$ cat config.mk
export PLATFORM = sky130hd
export DESIGN_NAME = cmf_calc
export DESIGN_NICKNAME = d
export VERILOG_FILES = /design/src/rtl/cmf_pkg.sv /design/src/rtl/cmf_calc.sv
export SDC_FILE = /design/constraint.sdc
export NUM_CORES = 1
export LEC_CHECK = 0
export BUFFER_PORTS_ARGS = -buffer_cell sky130_fd_sc_hd__buf_2
export CAP_MARGIN = 25
export CORE_AREA = 2 2 111 113
export CTS_CLUSTER_DIAMETER = 60
export DETAILED_ROUTE_END_ITERATION = 7
export DIE_AREA = 0 0 113 115
export HOLD_SLACK_MARGIN = 0.12
export PLACE_DENSITY = 0.74
export SETUP_SLACK_MARGIN = 0.02
export SLEW_MARGIN = 20
export SYNTH_ARGS = -nofsm -noshare
export SYNTH_HDL_FRONTEND = slang
export SYNTH_SLANG_ARGS = --single-unit
$ cat constraint.sdc
create_clock -name clock -period 12.65 [get_ports clock]
set_input_delay 2.53 -clock clock [delete_from_list [all_inputs] [get_ports clock]]
set_output_delay 2.53 -clock clock [all_outputs]
set_load 0.05 [all_outputs]
$ cat src/rtl/cmf_pkg.sv
package cmf_pkg;

   localparam int PIX_W       = 8;
   localparam int CFG_W       = 11;
   localparam int SUM_W       = 11;
   localparam int CNT_W       = 3;
   localparam int RECIP_SHIFT = 16;
   localparam int PROD_W      = SUM_W + RECIP_SHIFT;

   localparam logic OP_PIXEL = 1'b0;
   localparam logic OP_DRAIN = 1'b1;

   localparam logic REG_WIDTH  = 1'b0;
   localparam logic REG_HEIGHT = 1'b1;

   // reciprocals rounded up; exact for sums up to five full-scale pixels
   localparam logic [RECIP_SHIFT-1:0] RECIP_3 = 16'd21846;
   localparam logic [RECIP_SHIFT-1:0] RECIP_4 = 16'd16384;
   localparam logic [RECIP_SHIFT-1:0] RECIP_5 = 16'd13108;

   localparam logic [CNT_W-1:0] COUNT_3 = 3'd3;
   localparam logic [CNT_W-1:0] COUNT_5 = 3'd5;

   typedef struct packed {
      logic             col0;
      logic             has_up;
      logic             has_down;
      logic             has_right;
      logic             parity;
      logic             last;
      logic [PIX_W-1:0] down;
      logic [PIX_W-1:0] cap0;
      logic [PIX_W-1:0] cap1;
   } cmf_stage_type;

   function automatic logic [PIX_W-1:0] cmf_mean(input logic [SUM_W-1:0] sum,
                                                 input logic [CNT_W-1:0] count);
      logic [RECIP_SHIFT-1:0] recip;
      logic [PROD_W-1:0]      prod;
      case (count)
         COUNT_3: recip = RECIP_3;
         COUNT_5: recip = RECIP_5;
         default: recip = RECIP_4;
      endcase
      prod = PROD_W'(sum) * PROD_W'(recip);
      return prod[RECIP_SHIFT +: PIX_W];
   endfunction

endpackage

$ cat src/rtl/cmf_calc.sv
module cmf_calc (
   input  logic                      clock,
   input  logic                      reset,
   input  logic                      s1_valid,
   input  cmf_pkg::cmf_stage_type    s1_data,
   input  logic [cmf_pkg::PIX_W-1:0] rd_data0,
   input  logic [cmf_pkg::PIX_W-1:0] rd_data1,
   output logic                      take_ok,
   output logic                      rsp_tvalid,
   input  logic                      rsp_tready,
   output logic [cmf_pkg::PIX_W-1:0] rsp_tdata,
   output logic                      rsp_tlast
);
   import cmf_pkg::*;

   logic [PIX_W-1:0] win_l_ff, win_l_in;
   logic [PIX_W-1:0] win_c_ff, win_c_in;
   logic             rsp_valid_ff, rsp_valid_in;
   logic [PIX_W-1:0] rsp_data_ff, rsp_data_in;
   logic             rsp_last_ff, rsp_last_in;

   logic             load;
   logic [PIX_W-1:0] up;
   logic [PIX_W-1:0] right_mem;
   logic [PIX_W-1:0] centre;
   logic [PIX_W-1:0] right;
   logic [SUM_W-1:0] sum;
   logic [CNT_W-1:0] count;

   assign take_ok = !rsp_valid_ff || rsp_tready;
   assign load    = s1_valid && take_ok;

   always_comb begin
      up        = s1_data.parity ? rd_data0 : rd_data1;
      right_mem = s1_data.parity ? rd_data1 : rd_data0;
      centre    = s1_data.col0 ? s1_data.cap0 : win_c_ff;
      right     = s1_data.col0 ? s1_data.cap1 : right_mem;

      sum = SUM_W'(centre)
          + (s1_data.has_up    ? SUM_W'(up)           : '0)
          + (s1_data.has_down  ? SUM_W'(s1_data.down) : '0)
          + (!s1_data.col0     ? SUM_W'(win_l_ff)     : '0)
          + (s1_data.has_right ? SUM_W'(right)        : '0);
      count = CNT_W'(1)
            + CNT_W'(s1_data.has_up)
            + CNT_W'(s1_data.has_down)
            + CNT_W'(!s1_data.col0)
            + CNT_W'(s1_data.has_right);

      win_l_in     = win_l_ff;
      win_c_in     = win_c_ff;
      rsp_data_in  = rsp_data_ff;
      rsp_last_in  = rsp_last_ff;
      rsp_valid_in = rsp_valid_ff && !rsp_tready;
      if (load) begin
         win_l_in     = centre;
         win_c_in     = right;
         rsp_data_in  = cmf_mean(sum, count);
         rsp_last_in  = s1_data.last;
         rsp_valid_in = 1'b1;
      end
   end

   always_ff @(posedge clock) begin
      if (reset) begin
         rsp_valid_ff <= 1'b0;
      end else begin
         rsp_valid_ff <= rsp_valid_in;
      end
      win_l_ff    <= win_l_in;
      win_c_ff    <= win_c_in;
      rsp_data_ff <= rsp_data_in;
      rsp_last_ff <= rsp_last_in;
   end

   assign rsp_tvalid = rsp_valid_ff;
   assign rsp_tdata  = rsp_data_ff;
   assign rsp_tlast  = rsp_last_ff;

endmodule

==> summary.txt <==
Outcome
  – Status: finished clean

CTS
  – CTS tree: built
  – Num CTS Buffers: 3
  – CTS Hold Bufs: 0
  – TritonCTS Sinks: 26
  – Cts repair resizes: 0
  – Reg clk slew, reported paths: 0.07 ns
  – Worst skew pair latency: 0.27 ns
  – Bufs on Longest Clock Path: 2
  – H-tree Lvls: 1
  – Root Buffer: clkbuf_16
  – Setup bufs post-CTS: 0

Worst setup path
  – WP data arrival: between 10 and 15 ns
  – Req. time, crit path: ~13 ns
  – Most used cell, CP: fa_1
  – Launch point of the worst path: s1_data[29]
  – CP bufs+invs: 6
  – Reg2reg path depth: 29
  – Reg2reg setup slack: 4.14 ns
  – CP Capture Type: flop
  – CP Max Fanout: 32
  – Slowest cell delay on critical path: roughly 0.54 ns
  – WS Path Type: input pin to flop
  – Slowest CP cell: fa_1
  – Reg-to-Reg Start: win_c_ff[1]$_DFFE_PP_
  – R2R Path End: rsp_tdata[5]$_DFFE_PP_
  – Crit path max-delay family: adder cells
  – Worst Setup Start Kind: input pin

Min path
  – Hold Path Class: flop to flop
  – Hold EP: rsp_tvalid$_SDFF_PP0_
  – Hold path start: rsp_tvalid$_SDFF_PP0_
  – WHS Path Cells: 2

Routing
  – Vias per cell: 5.14
  – Via Count: about 4.2k
  – Drt pass-1 iters: 4
  – DRT iter0 DRCs: about 220
  – # DRC: 0
  – Routed length per instance: 14.3 µm
  – Final WL: 11600 µm
  – Antenna-violating nets left: 0

Floorplanning
  – Die ar.: 0.0130 mm²
  – Die Wd: 113 µm
  – Initial Utilization: 48.5%
  – Die Ht: 115 µm
  – Io pins: 61
  – Num rows: 40
  – Area of the core: 0.0118 mm²

Finish
  – Share of cells above drive strength 1: 12.6%
  – Register area: 771 µm²
  – Area of the multi-input gates: 0.00426 mm²
  – Final net count: 890
  – Filler instances: 1064
  – ANT cells: 0
  – Area Overhead vs Synth: 9.48%

Global routing
  – Vias in the first global route: 4466
  – Initial antenna violation count: 0
  – Total track usage: 18.9%
  – Largest net degree at the start of global routing: 33
  – First-pass GRT wire length: between 15000 and 20000 µm
  – GRT Residual Overflow: 0

Yosys
  – Net Count, Synth: 833
  – Post-synthesis register bit count: 26
  – Leading area contributor after synthesis: fa_1
  – Ys async rst share: 0%
  – Mapped Area: 0.00573 mm²
  – Synth top area cells: fa_1 (32%), ha_1 (18%), edfxtp_1 (13%), inv_1 (12%), mux2i_1 (2.8%)
  – EDFF count, synth: 25
  – Synth cell count leaders: inv_1 (177), fa_1 (91), ha_1 (83)
  – Yosys top cell area share: 31.8%
  – Synthesized instance count: 609
  – Synth warn: 0
  – Synth Area per Inst: around 9.4 µm²
  – Most frequent cell after synthesis: inv_1
  – Synth unique cells: 48
  – Top FF cell, synth: edfxtp_1
  – Seq/Total Area, Yosys: a little over an eighth

Timing
  – Final WS setup: between 1.5 and 2 ns
  – RSZ-0062 raised after global routing: no
  – Clk_skew: 0.00372 ns
  – Rel. slew slack: 60.9%
  – Fmax: 91.0 MHz
  – Final hold violations: 0
  – Final min period: 10.99 ns
  – Setup-failing EPs final: 0
  – Worst-Margin Slew: ~0.6 ns
  – Period utilization: 86.9%
  – Final setup TNS: 0 ns
  – Max-slew violation count: 0

Flow run
  – Max_cap viols: 0

Placed design
  – Port Buffers: 60
  – Post-Place Worst Slack: 1.27 ns
  – Final HPWL DP: around 11000 µm
  – RePlAce Congestion: 0.918
==> cells in the final DEF, fill, tap and decap left out, types with 2 or more instances in the layout <==
master,n
ha_1,83
o21a_1,2
a2111oi_0,2
a31oi_1,2
edfxtp_1,25
clkbuf_16,3
o21ai_0,17
nand2_1,32
nand3b_1,2
a211oi_1,2
nor3_1,3
xnor2_1,12
nand4_1,2
buf_2,60
nor2b_1,7
o21bai_1,2
nor2_1,37
and4_1,3
nand2b_1,8
inv_1,177
nand3_1,7
and2_1,11
or2_2,6
o211ai_1,3
mux2i_1,16
xor2_1,4
o21ai_1,5
mux2_2,9
fa_1,91
a21oi_1,13
==> registers in the layout, summed over array words and instances (netlist names) <==
name / cells
rsp_tvalid: 1
rsp_tdata: 8
rsp_tlast: 1
win_l_ff: 8
win_c_ff: 8
==> area by class of cell <==
type	count	area share (%)
Multi-Input combinational cell	397	67.9
Sequential cell	26	12.3
Inverter	177	10.6
Timing Repair Buffer	61	5.03
Tap cell	147	2.93
Clock buffer	3	1.20
Clock inverter	1	0.0599
==> cell families (layout without fill, tap and decap cells) <==
logic type	after synthesis	count (layout)	synth area share, %
buffers and inverters	186	242	12.2
adder cells (fa/ha/maj)	174	174	49.9
AND/OR/NAND/NOR	125	125	10.7
AO/OA/AOI/OAI	55	55	5.94
flip-flops	26	26	13.5
multiplexers	25	25	4.57
XOR/XNOR	18	18	3.12
==> worst max path at each step <==
stage	to	slack, ns	cells after the start
finish	rsp_tdata[5]$_DFFE_PP_	1.66	30
global route	rsp_tdata[5]$_DFFE_PP_	1.05	30
CTS	rsp_tdata[5]$_DFFE_PP_	1.58	30
detailed placement	rsp_tdata[5]$_DFFE_PP_	1.27	30
global placement	rsp_tdata[5]$_DFFE_PP_	1.50	30
floorplan	rsp_tdata[5]$_DFFE_PP_	1.86	32
==> worst register-to-register path: cells and delay by family, from the launching register on <==
family                     cells  cell delay, ns
AOI/OAI and AO/OA              6            1.12
and+or+nand+nor                5            1.05
buffers and inverters          5            0.25
adders and majority gates     11            5.12
DFF                            1            0.37
muxes                          1            0.29
xor gates and xnor gates       1            0.18
==> routing by layer <==
| layer | wire length [µm] | GRT usage (%) | share of wire (%) |
|---|---|---|---|
| met5 | 0 | 0 | 0 |
| met4 | 335 | 6.99 | 2.9 |
| met3 | 379 | 1.27 | 3.3 |
| met1 | 4890 | 24.1 | 42 |
| met2 | 5970 | 34.0 | 52 |
==> per-stage QoR <==
stage          hold slack [ns]  utilization (%)  std cells  cell area, µm²
6_report                 0.503             53.1        812            6270
5_1_grt                  0.554             53.1        812            6270
4_1_cts                  0.505             53.1        812            6270
3_5_place_dp             0.494             52.4        808            6190
3_3_place_gp             0.485             52.3        807            6180
2_1_floorplan            0.542                -        609            5730
Power is left out: the tool's default activity adds up to more than one toggle a clock period on the data nets, which glitch-free logic cannot reach.
