## src/rtl/cmf_pkg.sv

```systemverilog
package cmf_pkg;

   localparam int PIX_W       = 8;
   localparam int CFG_W       = 11;
   localparam int SUM_W       = 11;
   localparam int CNT_W       = 3;
   localparam int RECIP_SHIFT = 16;
   localparam int PROD_W      = SUM_W + RECIP_SHIFT;

   localparam logic OP_PIXEL = 1'b0;
   localparam logic OP_DRAIN = 1'b1;

   localparam logic REG_WIDTH  = 1'b0;
   localparam logic REG_HEIGHT = 1'b1;

   // reciprocals rounded up; exact for sums up to five full-scale pixels
   localparam logic [RECIP_SHIFT-1:0] RECIP_3 = 16'd21846;
   localparam logic [RECIP_SHIFT-1:0] RECIP_4 = 16'd16384;
   localparam logic [RECIP_SHIFT-1:0] RECIP_5 = 16'd13108;

   localparam logic [CNT_W-1:0] COUNT_3 = 3'd3;
   localparam logic [CNT_W-1:0] COUNT_5 = 3'd5;

   typedef struct packed {
      logic             col0;
      logic             has_up;
      logic             has_down;
      logic             has_right;
      logic             parity;
      logic             last;
      logic [PIX_W-1:0] down;
      logic [PIX_W-1:0] cap0;
      logic [PIX_W-1:0] cap1;
   } cmf_stage_type;

   function automatic logic [PIX_W-1:0] cmf_mean(input logic [SUM_W-1:0] sum,
                                                 input logic [CNT_W-1:0] count);
      logic [RECIP_SHIFT-1:0] recip;
      logic [PROD_W-1:0]      prod;
      case (count)
         COUNT_3: recip = RECIP_3;
         COUNT_5: recip = RECIP_5;
         default: recip = RECIP_4;
      endcase
      prod = PROD_W'(sum) * PROD_W'(recip);
      return prod[RECIP_SHIFT +: PIX_W];
   endfunction

endpackage

```

## src/rtl/cmf_ctrl.sv

```systemverilog
module cmf_ctrl #(
   parameter int MAX_WIDTH  = 1024,
   parameter int MAX_HEIGHT = 1024,
   localparam int COL_W = (MAX_WIDTH > 1) ? $clog2(MAX_WIDTH) : 1,
   localparam int ROW_W = (MAX_HEIGHT > 1) ? $clog2(MAX_HEIGHT) : 1
) (
   input  logic                         clock,
   input  logic                         reset,
   input  logic                         req_tvalid,
   output logic                         req_tready,
   input  logic                         req_tuser,
   input  logic [cmf_pkg::PIX_W-1:0]    req_tdata,
   input  logic                         csr_we,
   input  logic                         csr_index,
   input  logic [cmf_pkg::CFG_W-1:0]    csr_wdata,
   input  logic                         take_ok,
   output logic                         s1_valid,
   output cmf_pkg::cmf_stage_type       s1_data,
   output logic [1:0]                   bank_we,
   output logic [COL_W-1:0]             bank_waddr,
   output logic [cmf_pkg::PIX_W-1:0]    bank_wdata,
   output logic                         bank_rd_en,
   output logic [1:0][COL_W-1:0]        bank_raddr
);
   import cmf_pkg::*;

   typedef enum logic [1:0] {PH_FILL, PH_RUN, PH_DRAIN} phase_type;

   localparam int RESET_W = (5 > MAX_WIDTH) ? MAX_WIDTH : 5;
   localparam int RESET_H = (5 > MAX_HEIGHT) ? MAX_HEIGHT : 5;

   phase_type        phase_ff, phase_in;
   logic [COL_W-1:0] col_ff, col_in;
   logic [ROW_W-1:0] row_ff, row_in;
   logic [COL_W-1:0] last_col_ff, last_col_in;
   logic [ROW_W-1:0] last_row_ff, last_row_in;
   logic [PIX_W-1:0] cap0_ff, cap0_in;
   logic [PIX_W-1:0] cap1_ff, cap1_in;
   logic             s1_valid_ff, s1_valid_in;
   cmf_stage_type    s1_ff, s1_in;

   logic accept;
   logic is_pix;
   logic produce;
   logic col_last;
   logic capture;

   assign req_tready = !s1_valid_ff || take_ok;
   assign accept     = req_tvalid && req_tready;
   assign is_pix     = (req_tuser == OP_PIXEL);
   assign col_last   = (col_ff == last_col_ff);
   assign produce    = accept && (((phase_ff == PH_RUN) && is_pix) ||
                                  ((phase_ff == PH_DRAIN) && !is_pix));
   assign capture    = accept && is_pix && ((phase_ff == PH_FILL) || (phase_ff == PH_RUN));

   always_comb begin
      bank_we[0] = capture && ((phase_ff == PH_FILL) ||
                               ((phase_ff == PH_RUN) && row_ff[0]));
      bank_we[1] = capture && (phase_ff == PH_RUN) && !row_ff[0];
      bank_waddr = col_ff;
      bank_wdata = req_tdata;
      bank_rd_en = produce;
      bank_raddr[0] = row_ff[0] ? col_ff : COL_W'(col_ff + 1'b1);
      bank_raddr[1] = row_ff[0] ? COL_W'(col_ff + 1'b1) : col_ff;
   end

   always_comb begin
      phase_in    = phase_ff;
      col_in      = col_ff;
      row_in      = row_ff;
      last_col_in = last_col_ff;
      last_row_in = last_row_ff;
      cap0_in     = cap0_ff;
      cap1_in     = cap1_ff;

      if (capture && (col_ff == COL_W'(0))) begin
         cap0_in = req_tdata;
      end
      if (capture && (col_ff == COL_W'(1))) begin
         cap1_in = req_tdata;
      end

      case (phase_ff)
         PH_FILL: begin
            if (accept && is_pix) begin
               if (col_last) begin
                  phase_in = PH_RUN;
                  col_in   = '0;
                  row_in   = '0;
               end else begin
                  col_in = COL_W'(col_ff + 1'b1);
               end
            end
         end
         PH_RUN: begin
            if (accept && is_pix) begin
               if (col_last) begin
                  col_in = '0;
                  row_in = ROW_W'(row_ff + 1'b1);
                  if (ROW_W'(row_ff + 1'b1) == last_row_ff) begin
                     phase_in = PH_DRAIN;
                  end
               end else begin
                  col_in = COL_W'(col_ff + 1'b1);
               end
            end
         end
         PH_DRAIN: begin
            if (accept && !is_pix) begin
               if (col_last) begin
                  phase_in = PH_FILL;
                  col_in   = '0;
                  row_in   = '0;
               end else begin
                  col_in = COL_W'(col_ff + 1'b1);
               end
            end
         end
         default: begin
            phase_in = PH_FILL;
         end
      endcase

      if (csr_we) begin
         phase_in = PH_FILL;
         col_in   = '0;
         row_in   = '0;
         if (csr_index == REG_WIDTH) begin
            if (32'(csr_wdata) < 2) begin
               last_col_in = COL_W'(1);
            end else if (32'(csr_wdata) > MAX_WIDTH) begin
               last_col_in = COL_W'(MAX_WIDTH - 1);
            end else begin
               last_col_in = COL_W'(csr_wdata - 1'b1);
            end
         end
         if (csr_index == REG_HEIGHT) begin
            if (32'(csr_wdata) < 2) begin
               last_row_in = ROW_W'(1);
            end else if (32'(csr_wdata) > MAX_HEIGHT) begin
               last_row_in = ROW_W'(MAX_HEIGHT - 1);
            end else begin
               last_row_in = ROW_W'(csr_wdata - 1'b1);
            end
         end
      end
   end

   always_comb begin
      s1_in           = s1_ff;
      s1_valid_in     = s1_valid_ff;
      if (s1_valid_ff && take_ok) begin
         s1_valid_in = 1'b0;
      end
      if (produce) begin
         s1_valid_in        = 1'b1;
         s1_in.col0         = (col_ff == '0);
         s1_in.has_up       = (row_ff != '0);
         s1_in.has_down     = (phase_ff == PH_RUN);
         s1_in.has_right    = !col_last;
         s1_in.parity       = row_ff[0];
         s1_in.last         = (phase_ff == PH_DRAIN) && col_last;
         s1_in.down         = req_tdata;
         s1_in.cap0         = cap0_ff;
         s1_in.cap1         = cap1_ff;
      end
   end

   always_ff @(posedge clock) begin
      if (reset) begin
         phase_ff    <= PH_FILL;
         col_ff      <= '0;
         row_ff      <= '0;
         last_col_ff <= COL_W'(RESET_W - 1);
         last_row_ff <= ROW_W'(RESET_H - 1);
         s1_valid_ff <= 1'b0;
      end else begin
         phase_ff    <= phase_in;
         col_ff      <= col_in;
         row_ff      <= row_in;
         last_col_ff <= last_col_in;
         last_row_ff <= last_row_in;
         s1_valid_ff <= s1_valid_in;
      end
      cap0_ff <= cap0_in;
      cap1_ff <= cap1_in;
      s1_ff   <= s1_in;
   end

   assign s1_valid = s1_valid_ff;
   assign s1_data  = s1_ff;

endmodule

```

## config.mk

```make
export PLATFORM = sky130hd
export DESIGN_NAME = cmf_ctrl
export DESIGN_NICKNAME = d
export VERILOG_FILES = /design/src/rtl/cmf_pkg.sv /design/src/rtl/cmf_ctrl.sv
export SDC_FILE = /design/constraint.sdc
export NUM_CORES = 1
export LEC_CHECK = 0
export CORE_ASPECT_RATIO = 1.75
export CORE_MARGIN = 2
export CORE_UTILIZATION = 60
export CTS_CLUSTER_SIZE = 14
export DETAILED_ROUTE_END_ITERATION = 6
export DONT_BUFFER_PORTS = 1
export MAX_ROUTING_LAYER = met4
export PLACE_DENSITY = 0.76
export SLEW_MARGIN = 25
export SYNTH_ARGS = -nofsm -noshare
export SYNTH_HDL_FRONTEND = slang
export SYNTH_SLANG_ARGS = --single-unit
```

## constraint.sdc

```tcl
create_clock -name clock -period 3.8 [get_ports clock]
set_clock_uncertainty 0.2 [all_clocks]
set_input_delay 1.14 -clock clock [delete_from_list [all_inputs] [get_ports clock]]
set_output_delay 1.14 -clock clock [all_outputs]
set_load 0.1 [all_outputs]
```

==> metrics.yaml, run 1 <==
setup_path:
  crit_required_ns: 2.46
  cp-end-kind: "output port"
  cp_max_fo: 9
  cp-start-kind: "register"
  arrival_ns: 2.30
  crit_type: "register to output port"
sta:
  final-setup-viol-count: 0
  hold_ws_ns: 0.2179
  drv_slew: 0
  hold_violations: 0
  worst_pin_slew_ns: 0.9440
  tns_ns: 0
  rsz0062_at_grt: "false"
  min_period_ns: 3.640
  max_slew_margin: 0.3720
  clock.fmax_mhz: 274.7
  setup_slack_ns: 0.1600
  period_share: 0.9579
drt:
  highest_layer: "met4"
  vias: 3469
  routedLengthMet1_mm: 3.619
  route.met3.wl_um: 688
  ant_nets: 0
  wl_met2_mm: 5.624
  vias_per_cell: 6.054
  drt_iter0_drc: 272
  drt-total-wl_mm: 10.28
  drtPass1Iterations: 4
  wl_per_cell_um: 17.95
  drc_errors: 0
cts:
  path_clk_slew_ns: 0.06
  htreeDepth: 3
  cts_setup_buffers: 0
  ctsResizeCount: 0
  cts_tree: "done"
  clock_path_buffers: 2
  cts-root-buf: "clkbuf_16"
  cts_sinks: 89
  clk_latency_ns: 0.34
  cts_buffers: 9
  cts_hold_buf: 0
synthesis:
  synth_compound_area_frac: 0.1037
  synth-xor-area-share: 0.09119
  syn_inst: 468
  synth.cell_area_sq_um: 4418
  yosys_warnings: 0
  syn_area_per_cell_sq_um: 9.440
  synth-simple-area-share: 0.2164
  synth_top_family_by_area: "simple AND/OR/NAND/NOR gates"
  synth_mux_area_frac: 0.004815
  ys_types: 48
  syn_nets: 500
  ys_seq_area_frac: 0.5075
  synth_flop_cell: "edfxtp_1"
  synth-edff-count: 46
  async_flop_share: 0
  yosys.area_share.adder: 0.01699
  yosys_register_bits: 89
placement:
  dp_hpwl_mm: 7.672
  placed_area_sq_um: 4992
  place_congestion: 0.9956
  numPortBuffers: 0
  place_ws_ns: 0.4950
  dp_cells: 557
job:
  maxCapViolCount: 0
final_layout:
  areaGrowthSynthToFinish_pct: 19.54
  layout-drive-gt1-share: 0.1992
  fin_cells: 573
  final_area_sq_um: 5281
  n_antenna_cell: 0
  final_core_util: 0.7354
  fin_nets: 514
min_path:
  hold_class: "register to register"
floorplanning:
  die_h_um: 117.5
  die_area_sq_um: 8093
  core_area_sq_um: 7182
  fp.dieW_um: 68.87
  num_rows: 41
  start_util: 0.6152
  ioPinCount: 99
power:
  power_frac_seq: 0.517
  power.total_mw: 2.012
  power-per-cell-area_nw_per_um2: 380.9
  cellLeakagePower_nw: 1.929
  ir_drop_uv: 307.6
  intPower_mw: 1.574
  p_comb_frac: 0.059
  pwr-share-clk: 0.424
  netSwitchingFraction: 0.2176
  p_sw_mw: 0.4377
global_route:
  grt_pass1_vias: 3473
  grt_use_total: 0.2846
  antenna_found_initial: 0
  grt_max_degree: 31
  grt_overflow_total: 0
  grt_pass1_wl_mm: 16.86
status:
  status: "complete, no violations"
-- power by group through the flow --
stage | clock network, mW | logic, mW | registers [mW]
after floorplan | 0 | 0.133 | 1.06
after global placement | 0 | 0.116 | 1.06
after detailed placement | 0 | 0.118 | 1.06
after CTS | 0.864 | 0.118 | 1.04
after global routing | 0.905 | 0.130 | 1.04
final | 0.853 | 0.118 | 1.04
-- flip-flops by register name, summed over array words and instances (netlist names) --
name	flops
s1_data	30
bank_waddr	10
last_col_ff	10
last_row_ff	10
row_ff	10
cap0_ff	8
cap1_ff	8
phase_ff	2
s1_valid	1
-- layout make-up --
| type | count | area (sq um) |
|---|---|---|
| sequential | 89 | 2251 |
| multi-input combinational | 326 | 2160 |
| fill | 499 | 1901 |
| timing repair buffer | 41 | 415.4 |
| clock buffer | 10 | 229.0 |
| tap | 86 | 107.6 |
| inverter | 15 | 60.06 |
| clock inverter | 6 | 58.81 |
-- synth_stat cells (9+ instances only) --
cell      number  area share
dfxtp_1       43        0.19
clkbuf_1      13       0.011
nand3_1       17       0.019
xor2_1        22       0.044
buf_4          9       0.015
or3_1          9       0.013
nand2_1       71       0.060
nor3_1        10       0.011
inv_1         14       0.012
xnor2_1       24       0.048
a21oi_1       49       0.056
nor2_1        30       0.025
buf_2         12       0.014
edfxtp_1      46        0.31
o21ai_0       19       0.022
-- logic make-up after synthesis --
family	after synthesis
flip-flops	89
multiplexers	2
AO/OA/AOI/OAI	83
AND/OR/NAND/NOR	189
buffers and inverters	53
XOR/XNOR	46
adder cells (fa/ha/maj)	6
-- critical path, cell delays in order (launching register included) --
cell,delay (ns)
dfxtp_2,0.42
ha_1,0.27
and3_2,0.29
and3_1,0.25
and3_1,0.21
nand2_1,0.13
xnor2_4,0.20
buf_12,0.19
-- per-layer routing --
| layer | track usage | vias to the layer above |
|---|---|---|
| li1 | - | 1637 |
| met1 | 0.3015 | 1660 |
| met2 | 0.4748 | 149 |
| met3 | 0.07266 | 23 |
| met4 | 0.1360 | 0 |
| met5 | - | - |
-- path summary, 6_finish.rpt --
path / from / endpoint / slack [ns] / depth (start not counted)
max: bank_waddr[1] / bank_raddr[18] / 0.16 / 7
min: cap0_ff[5] / s1_data[13] / 0.22 / 0
max reg2reg: row_ff[0] / phase_ff[1] / 0.95 / 8
min reg2reg: cap0_ff[5] / s1_data[13] / 0.22 / 0
-- layout by cell type, fill, tap and decap left out, drive strengths merged, types with 17 or more instances in the layout --
cell type,n
nand2,71
a21oi,49
edfxtp,46
buf,41
nand3,17
xnor2,24
dfxtp,43
nor2,30
xor2,22
o21ai,20
Note: power is estimated with default switching activity, not from simulation.
==> inputs of run 2 (changes only) <==
- CORE_UTILIZATION: 60 -> 63
- PLACE_DENSITY: 0.76 -> 0.79
- REMOVE_ABC_BUFFERS: not set -> 1
==> run 2 against run 1 <==
Compared with the run above:
- core utilization is 5.3 points higher
- first-iteration DRC count rose by 42%
- register-to-register slack got worse by 0.09 ns
- combinational power hardly changed
- power rose by 1.4%
- sequential cell count did not move
==> metrics.yaml, run 2 (synthesis gave the netlist of run 1 again) <==
drt:
  drt_iter0_drc: 385  # was 272
  route.met3.wl_um: 611  # was 688 um
  routedLengthMet1_mm: 3.740  # was 3.619 mm
  highest_layer: "met4"  # unchanged
  drt-total-wl_mm: 10.95  # was 10.28 mm
  vias: 3557  # was 3469
  drtPass1Iterations: 5  # was 4
  wl_met2_mm: 6.128  # was 5.624 mm
  wl_per_cell_um: 19.07  # was 17.95 um
  vias_per_cell: 6.197  # was 6.054
  drc_errors: 0  # unchanged
  ant_nets: 0  # unchanged
floorplanning:
  ioPinCount: 99  # unchanged
  fp.dieW_um: 67.30  # was 68.87 um
  core_area_sq_um: 6807  # was 7182 sq um
  die_h_um: 114.8  # was 117.5 um
  start_util: 0.6491  # was 0.6152
  die_area_sq_um: 7725  # was 8093 sq um
  num_rows: 40  # was 41
power:
  netSwitchingFraction: 0.2178  # was 0.2176
  p_comb_frac: 0.059  # about the same
  cellLeakagePower_nw: 1.972  # was 1.929 nW
  power-per-cell-area_nw_per_um2: 380.3  # was 380.9 nW/um^2
  pwr-share-clk: 0.430  # was 0.424
  power_frac_seq: 0.510  # was 0.517
  ir_drop_uv: 282.3  # was 307.6 uV
  p_sw_mw: 0.4444  # was 0.4377 mW
  intPower_mw: 1.596  # was 1.574 mW
final_layout:
  fillCellCount: 393  # was 499
  n_antenna_cell: 0  # unchanged
  mostFrequentLayoutCells: "nand2_1, a21oi_1, edfxtp_1"  # unchanged
  layout-drive-gt1-share: 0.1816  # was 0.1992
  layout_commonest_cell: "nand2_1"  # unchanged
  areaGrowthSynthToFinish_pct: 21.44  # was 19.54%
  fin_nets: 517  # was 514
  largest_register_ffs: 30  # unchanged
  fin_cells: 574  # was 573
cts:
  path_clk_slew_ns: 0.07  # was 0.06 ns
  ctsResizeCount: 0  # unchanged
  cts_hold_buf: 0  # unchanged
  cts-root-buf: "clkbuf_16"  # unchanged
  cts_tree: "done"  # unchanged
  cts_sinks: 89  # unchanged
  cts_buffers: 9  # unchanged
  htreeDepth: 3  # unchanged
  clk_latency_ns: 0.35  # was 0.34 ns
  cts_setup_buffers: 0  # unchanged
  clock_path_buffers: 2  # unchanged
global_route:
  grt_overflow_total: 0  # unchanged
  antenna_found_initial: 0  # unchanged
  grt_pass1_vias: 3617  # was 3473
  grt_use_total: 0.3146  # was 0.2846
  grt_max_degree: 31  # unchanged
  grt_pass1_wl_mm: 17.42  # was 16.86 mm
placement:
  dp_cells: 558  # was 557
  numPortBuffers: 0  # unchanged
  place_congestion: 0.9252  # was 0.9956
  dp_hpwl_mm: 7.802  # was 7.672 mm
setup_path:
  crit_type: "register to output port"  # unchanged
  crit_required_ns: 2.46  # about the same
  arrival_ns: 2.27  # was 2.30 ns
  cp-start-kind: "register"  # unchanged
  ff2ff_path_depth: 8  # unchanged
  cp_max_fo: 6  # was 9
  cp-end-kind: "output port"  # unchanged
sta:
  worst_pin_slew_ns: 0.9621  # was 0.9440 ns
  hold_violations: 0  # unchanged
  drv_slew: 0  # unchanged
  max_slew_margin: 0.3599  # was 0.3720
  final-setup-viol-count: 0  # unchanged
  hold_ws_ns: 0.2193  # was 0.2179 ns
  min_period_ns: 3.609  # was 3.640 ns
  period_share: 0.9498  # was 0.9579
  rsz0062_at_grt: "false"  # unchanged
  clock.fmax_mhz: 277.1  # was 274.7 MHz
job:
  maxCapViolCount: 0  # unchanged
min_path:
  holdPathStages: 0  # unchanged
  hold_class: "register to register"  # unchanged
status:
  status: "complete, no violations"  # unchanged
==> run 2: path summary, 6_finish.rpt <==
path	from	endpoint	slack [ns]
min reg2reg	cap1_ff[6]	s1_data[6]	0.22
min	cap1_ff[6]	s1_data[6]	0.22
max reg2reg	bank_waddr[0]	row_ff[6]	0.86
max	bank_waddr[0]	bank_raddr[8]	0.19
==> run 2: layout make-up <==
type | instances | area [sq um] | share of cell area
Inverter | 15 | 56.30 | 0.01049
Tap cell | 84 | 105.1 | 0.01959
Multi-Input combinational cell | 326 | 2069 | 0.3857
Clock buffer | 11 | 242.7 | 0.04524
Timing Repair Buffer | 44 | 593.1 | 0.1105
Clock inverter | 5 | 56.30 | 0.01049
Sequential cell | 89 | 2242 | 0.4179
==> run 2: per-stage QoR <==
step	worst slack, ns	util	total power, mW	TNS [ns]	instance area, sq um
after global routing	0.1126	0.7882	2.092	0	5365
after global placement	0.3375	0.7443	1.173	0	5066
after detailed placement	0.2715	0.7443	1.179	0	5066
after floorplan	-4.585	-	1.144	-33.26	4212
after CTS	0.2190	0.7882	2.042	0	5365
final	0.1908	0.7882	2.040	0	5365
==> run 2: power groups by stage <==
stage               clock [mW]  combinational, mW  sequential, mW
detailed placement           0              0.118            1.06
global placement             0              0.113            1.06
global route             0.917              0.132            1.04
floorplan                    0             0.0817            1.06
finish                   0.878              0.121            1.04
CTS                      0.881              0.120            1.04
==> run 2: metal layers <==
layer  vias to the layer above  track usage
li1                       1646            -
met1                      1680       0.3154
met2                       188       0.5578
met3                        43      0.06164
met4                         0       0.1633
met5                         -            -
==> run 2: worst max-delay path, cell delays in order, from the launching register on <==
cell     delay (ns)
dfxtp_1        0.37
ha_1           0.24
and3_1         0.31
and3_1         0.27
nand3_1        0.11
nor2_1         0.22
xor2_2         0.21
buf_12         0.20
==> inputs of run 3 (changes only) <==
- BUFFER_PORTS_ARGS: not set -> -buffer_cell sky130_fd_sc_hd__buf_4
- CORE_UTILIZATION: 63 -> 54
- DONT_BUFFER_PORTS: 1 -> not set
- PLACE_DENSITY: 0.79 -> 0.8
==> run 3 against run 2 <==
Compared with the run above:
- first-iteration DRC count down 34%
- combinational power up 57%
- die area is 16% higher
- critical endpoint is now bank_we[1]
- sequential power about the same
==> metrics.yaml, run 3 (synthesis gave the netlist of run 1 again) <==
sta:
  drv_slew: 0  # unchanged
  period_share: 0.9788  # was 0.9498
  worst_pin_slew_ns: 0.7706  # was 0.9621 ns
  rsz0062_at_grt: "false"  # unchanged
  hold_violations: 0  # unchanged
  setup_slack_ns: 0.08039  # was 0.1908 ns
  clock.fmax_mhz: 268.8  # was 277.1 MHz
  min_period_ns: 3.720  # was 3.609 ns
  hold_ws_ns: 0.2177  # was 0.2193 ns
  final-setup-viol-count: 0  # unchanged
  max_slew_margin: 0.4863  # was 0.3599
power:
  power-per-cell-area_nw_per_um2: 392.9  # was 380.3 nW/um^2
  cellLeakagePower_nw: 2.131  # was 1.972 nW
  ir_drop_uv: 339.4  # was 282.3 uV
setup_path:
  crit_top_cell: "buf_4"  # was and3_1
  critPathSlowestCell: "buf_4"  # was dfxtp_1
  cp_max_fo: 5  # was 6
  crit_type: "input port to output port"  # was register to output port
  crit_chain: "buf_4 > nand2b_1 > nand2_1 > buf_4 > nor4_1 > buf_4"  # was ha_1 > and3_1 > and3_1 > nand3_1 > nor2_1 > xor2_2 > buf_12
  cp-end-kind: "output port"  # unchanged
  critPathMaxStageDelay_ns: 0.36  # was 0.37 ns
  crit_required_ns: 2.46  # about the same
  cp-start-kind: "input port"  # was register
  arrival_ns: 2.38  # was 2.27 ns
job:
  maxCapViolCount: 0  # unchanged
placement:
  place_ws_ns: 0.08989  # was 0.2715 ns
  place_congestion: 0.9064  # was 0.9252
  dp_hpwl_mm: 7.638  # was 7.802 mm
  numPortBuffers: 98  # was 0
floorplanning:
  ioPinCount: 99  # unchanged
  start_util: 0.5586  # was 0.6491
  core_area_sq_um: 7909  # was 6807 sq um
  die_area_sq_um: 8950  # was 7725 sq um
  num_rows: 43  # was 40
  fp.dieW_um: 72.38  # was 67.30 um
  die_h_um: 123.7  # was 114.8 um
final_layout:
  layout_commonest_cell: "buf_4"  # was nand2_1
  layout-drive-gt1-share: 0.2369  # was 0.1816
  fin_nets: 580  # was 517
  mostFrequentLayoutCells: "buf_4, nand2_1, a21oi_1"  # was nand2_1, a21oi_1, edfxtp_1
  final_core_util: 0.6904  # was 0.7882
  n_antenna_cell: 0  # unchanged
  largest_register_ffs: 30  # unchanged
  areaGrowthSynthToFinish_pct: 23.59  # was 21.44%
global_route:
  grt_use_total: 0.2357  # was 0.3146
  grt_pass1_vias: 3429  # was 3617
  antenna_found_initial: 0  # unchanged
  grt_pass1_wl_mm: 15.82  # was 17.42 mm
  grt_overflow_total: 0  # unchanged
  grt_max_degree: 31  # unchanged
drt:
  ant_nets: 0  # unchanged
  drt_iter0_drc: 255  # was 385
  vias_per_cell: 5.633  # was 6.197
  drc_errors: 0  # unchanged
  vias: 3622  # was 3557
  wl_per_cell_um: 15.55  # was 19.07 um
  drt-total-wl_mm: 10.00  # was 10.95 mm
  drtPass1Iterations: 4  # was 5
cts:
  cts_hold_buf: 0  # unchanged
  cts_buffers: 9  # unchanged
  htreeDepth: 3  # unchanged
  clk_latency_ns: 0.34  # was 0.35 ns
  clock_path_buffers: 2  # unchanged
  cts-root-buf: "clkbuf_16"  # unchanged
  path_clk_slew_ns: 0.06  # was 0.07 ns
  cts_sinks: 89  # unchanged
  cts_tree: "done"  # unchanged
min_path:
  hold_class: "register to register"  # unchanged
status:
  status: "complete, no violations"  # unchanged
[run 3: cell types whose count changed in the layout (fill, tap and decap cells not counted), moves of 6 or more]
cell / delta
xnor2_1: +11
xnor2_2: -11
xor2_2: -6
buf_12: -18
buf_4: +83
xor2_1: +6
[run 3: worst paths after layout]
path                  from    endpoint  slack (ns)  depth (start not counted)
min             cap1_ff[6]  s1_data[6]        0.22                          0
min reg2reg     cap1_ff[6]  s1_data[6]        0.22                          0
max                take_ok  bank_we[1]        0.08                          6
max reg2reg  bank_waddr[5]   row_ff[9]        1.06                          7
[run 3: timing repair]
item,CTS,global route
setup buffers,0,0
resized for setup,0,2
endpoints found under the setup margin,0,2
[run 3: routing by layer]
metal  vias up  track usage  routed length, um
met5         -            -                  0
met4         0       0.1192                278
met3        20      0.04531                548
met2       135       0.4312               5605
met1      1678       0.2329               3568
li1       1789            -                  -
[run 3: stage by stage]
step	setup TNS (ns)	power (mW)	std cells	area (sq um)
final	0	2.145	643	5460
after global routing	0	2.214	643	5460
after CTS	0	2.162	643	5454
after detailed placement	0	1.248	627	5140
after global placement	0	1.243	627	5140
after floorplan	-33.26	1.144	430	4212
[run 3: area by class of cell]
type                    count  area (sq um)
clock inverters             5         81.33
clock buffers              11         232.7
multi-input cells         326          1932
inverters                  15         56.30
repair buffers            107         803.3
fillers                   601          2449
flip-flops and latches     89          2242
well taps                  90         112.6
[run 3: critical path: cells and delay by family]
kind,cells,cell delay [ns]
and+or+nand+nor,3,0.63
buffers and inverters,3,0.61
[run 3: where the power goes]
group	internal, mW	leakage (nW)	total [mW]	switching (mW)
Sequential	1.03	0.768	1.04	0.0118
Combinational	0.0622	1.21	0.190	0.128
Clock	0.576	0.150	0.917	0.341
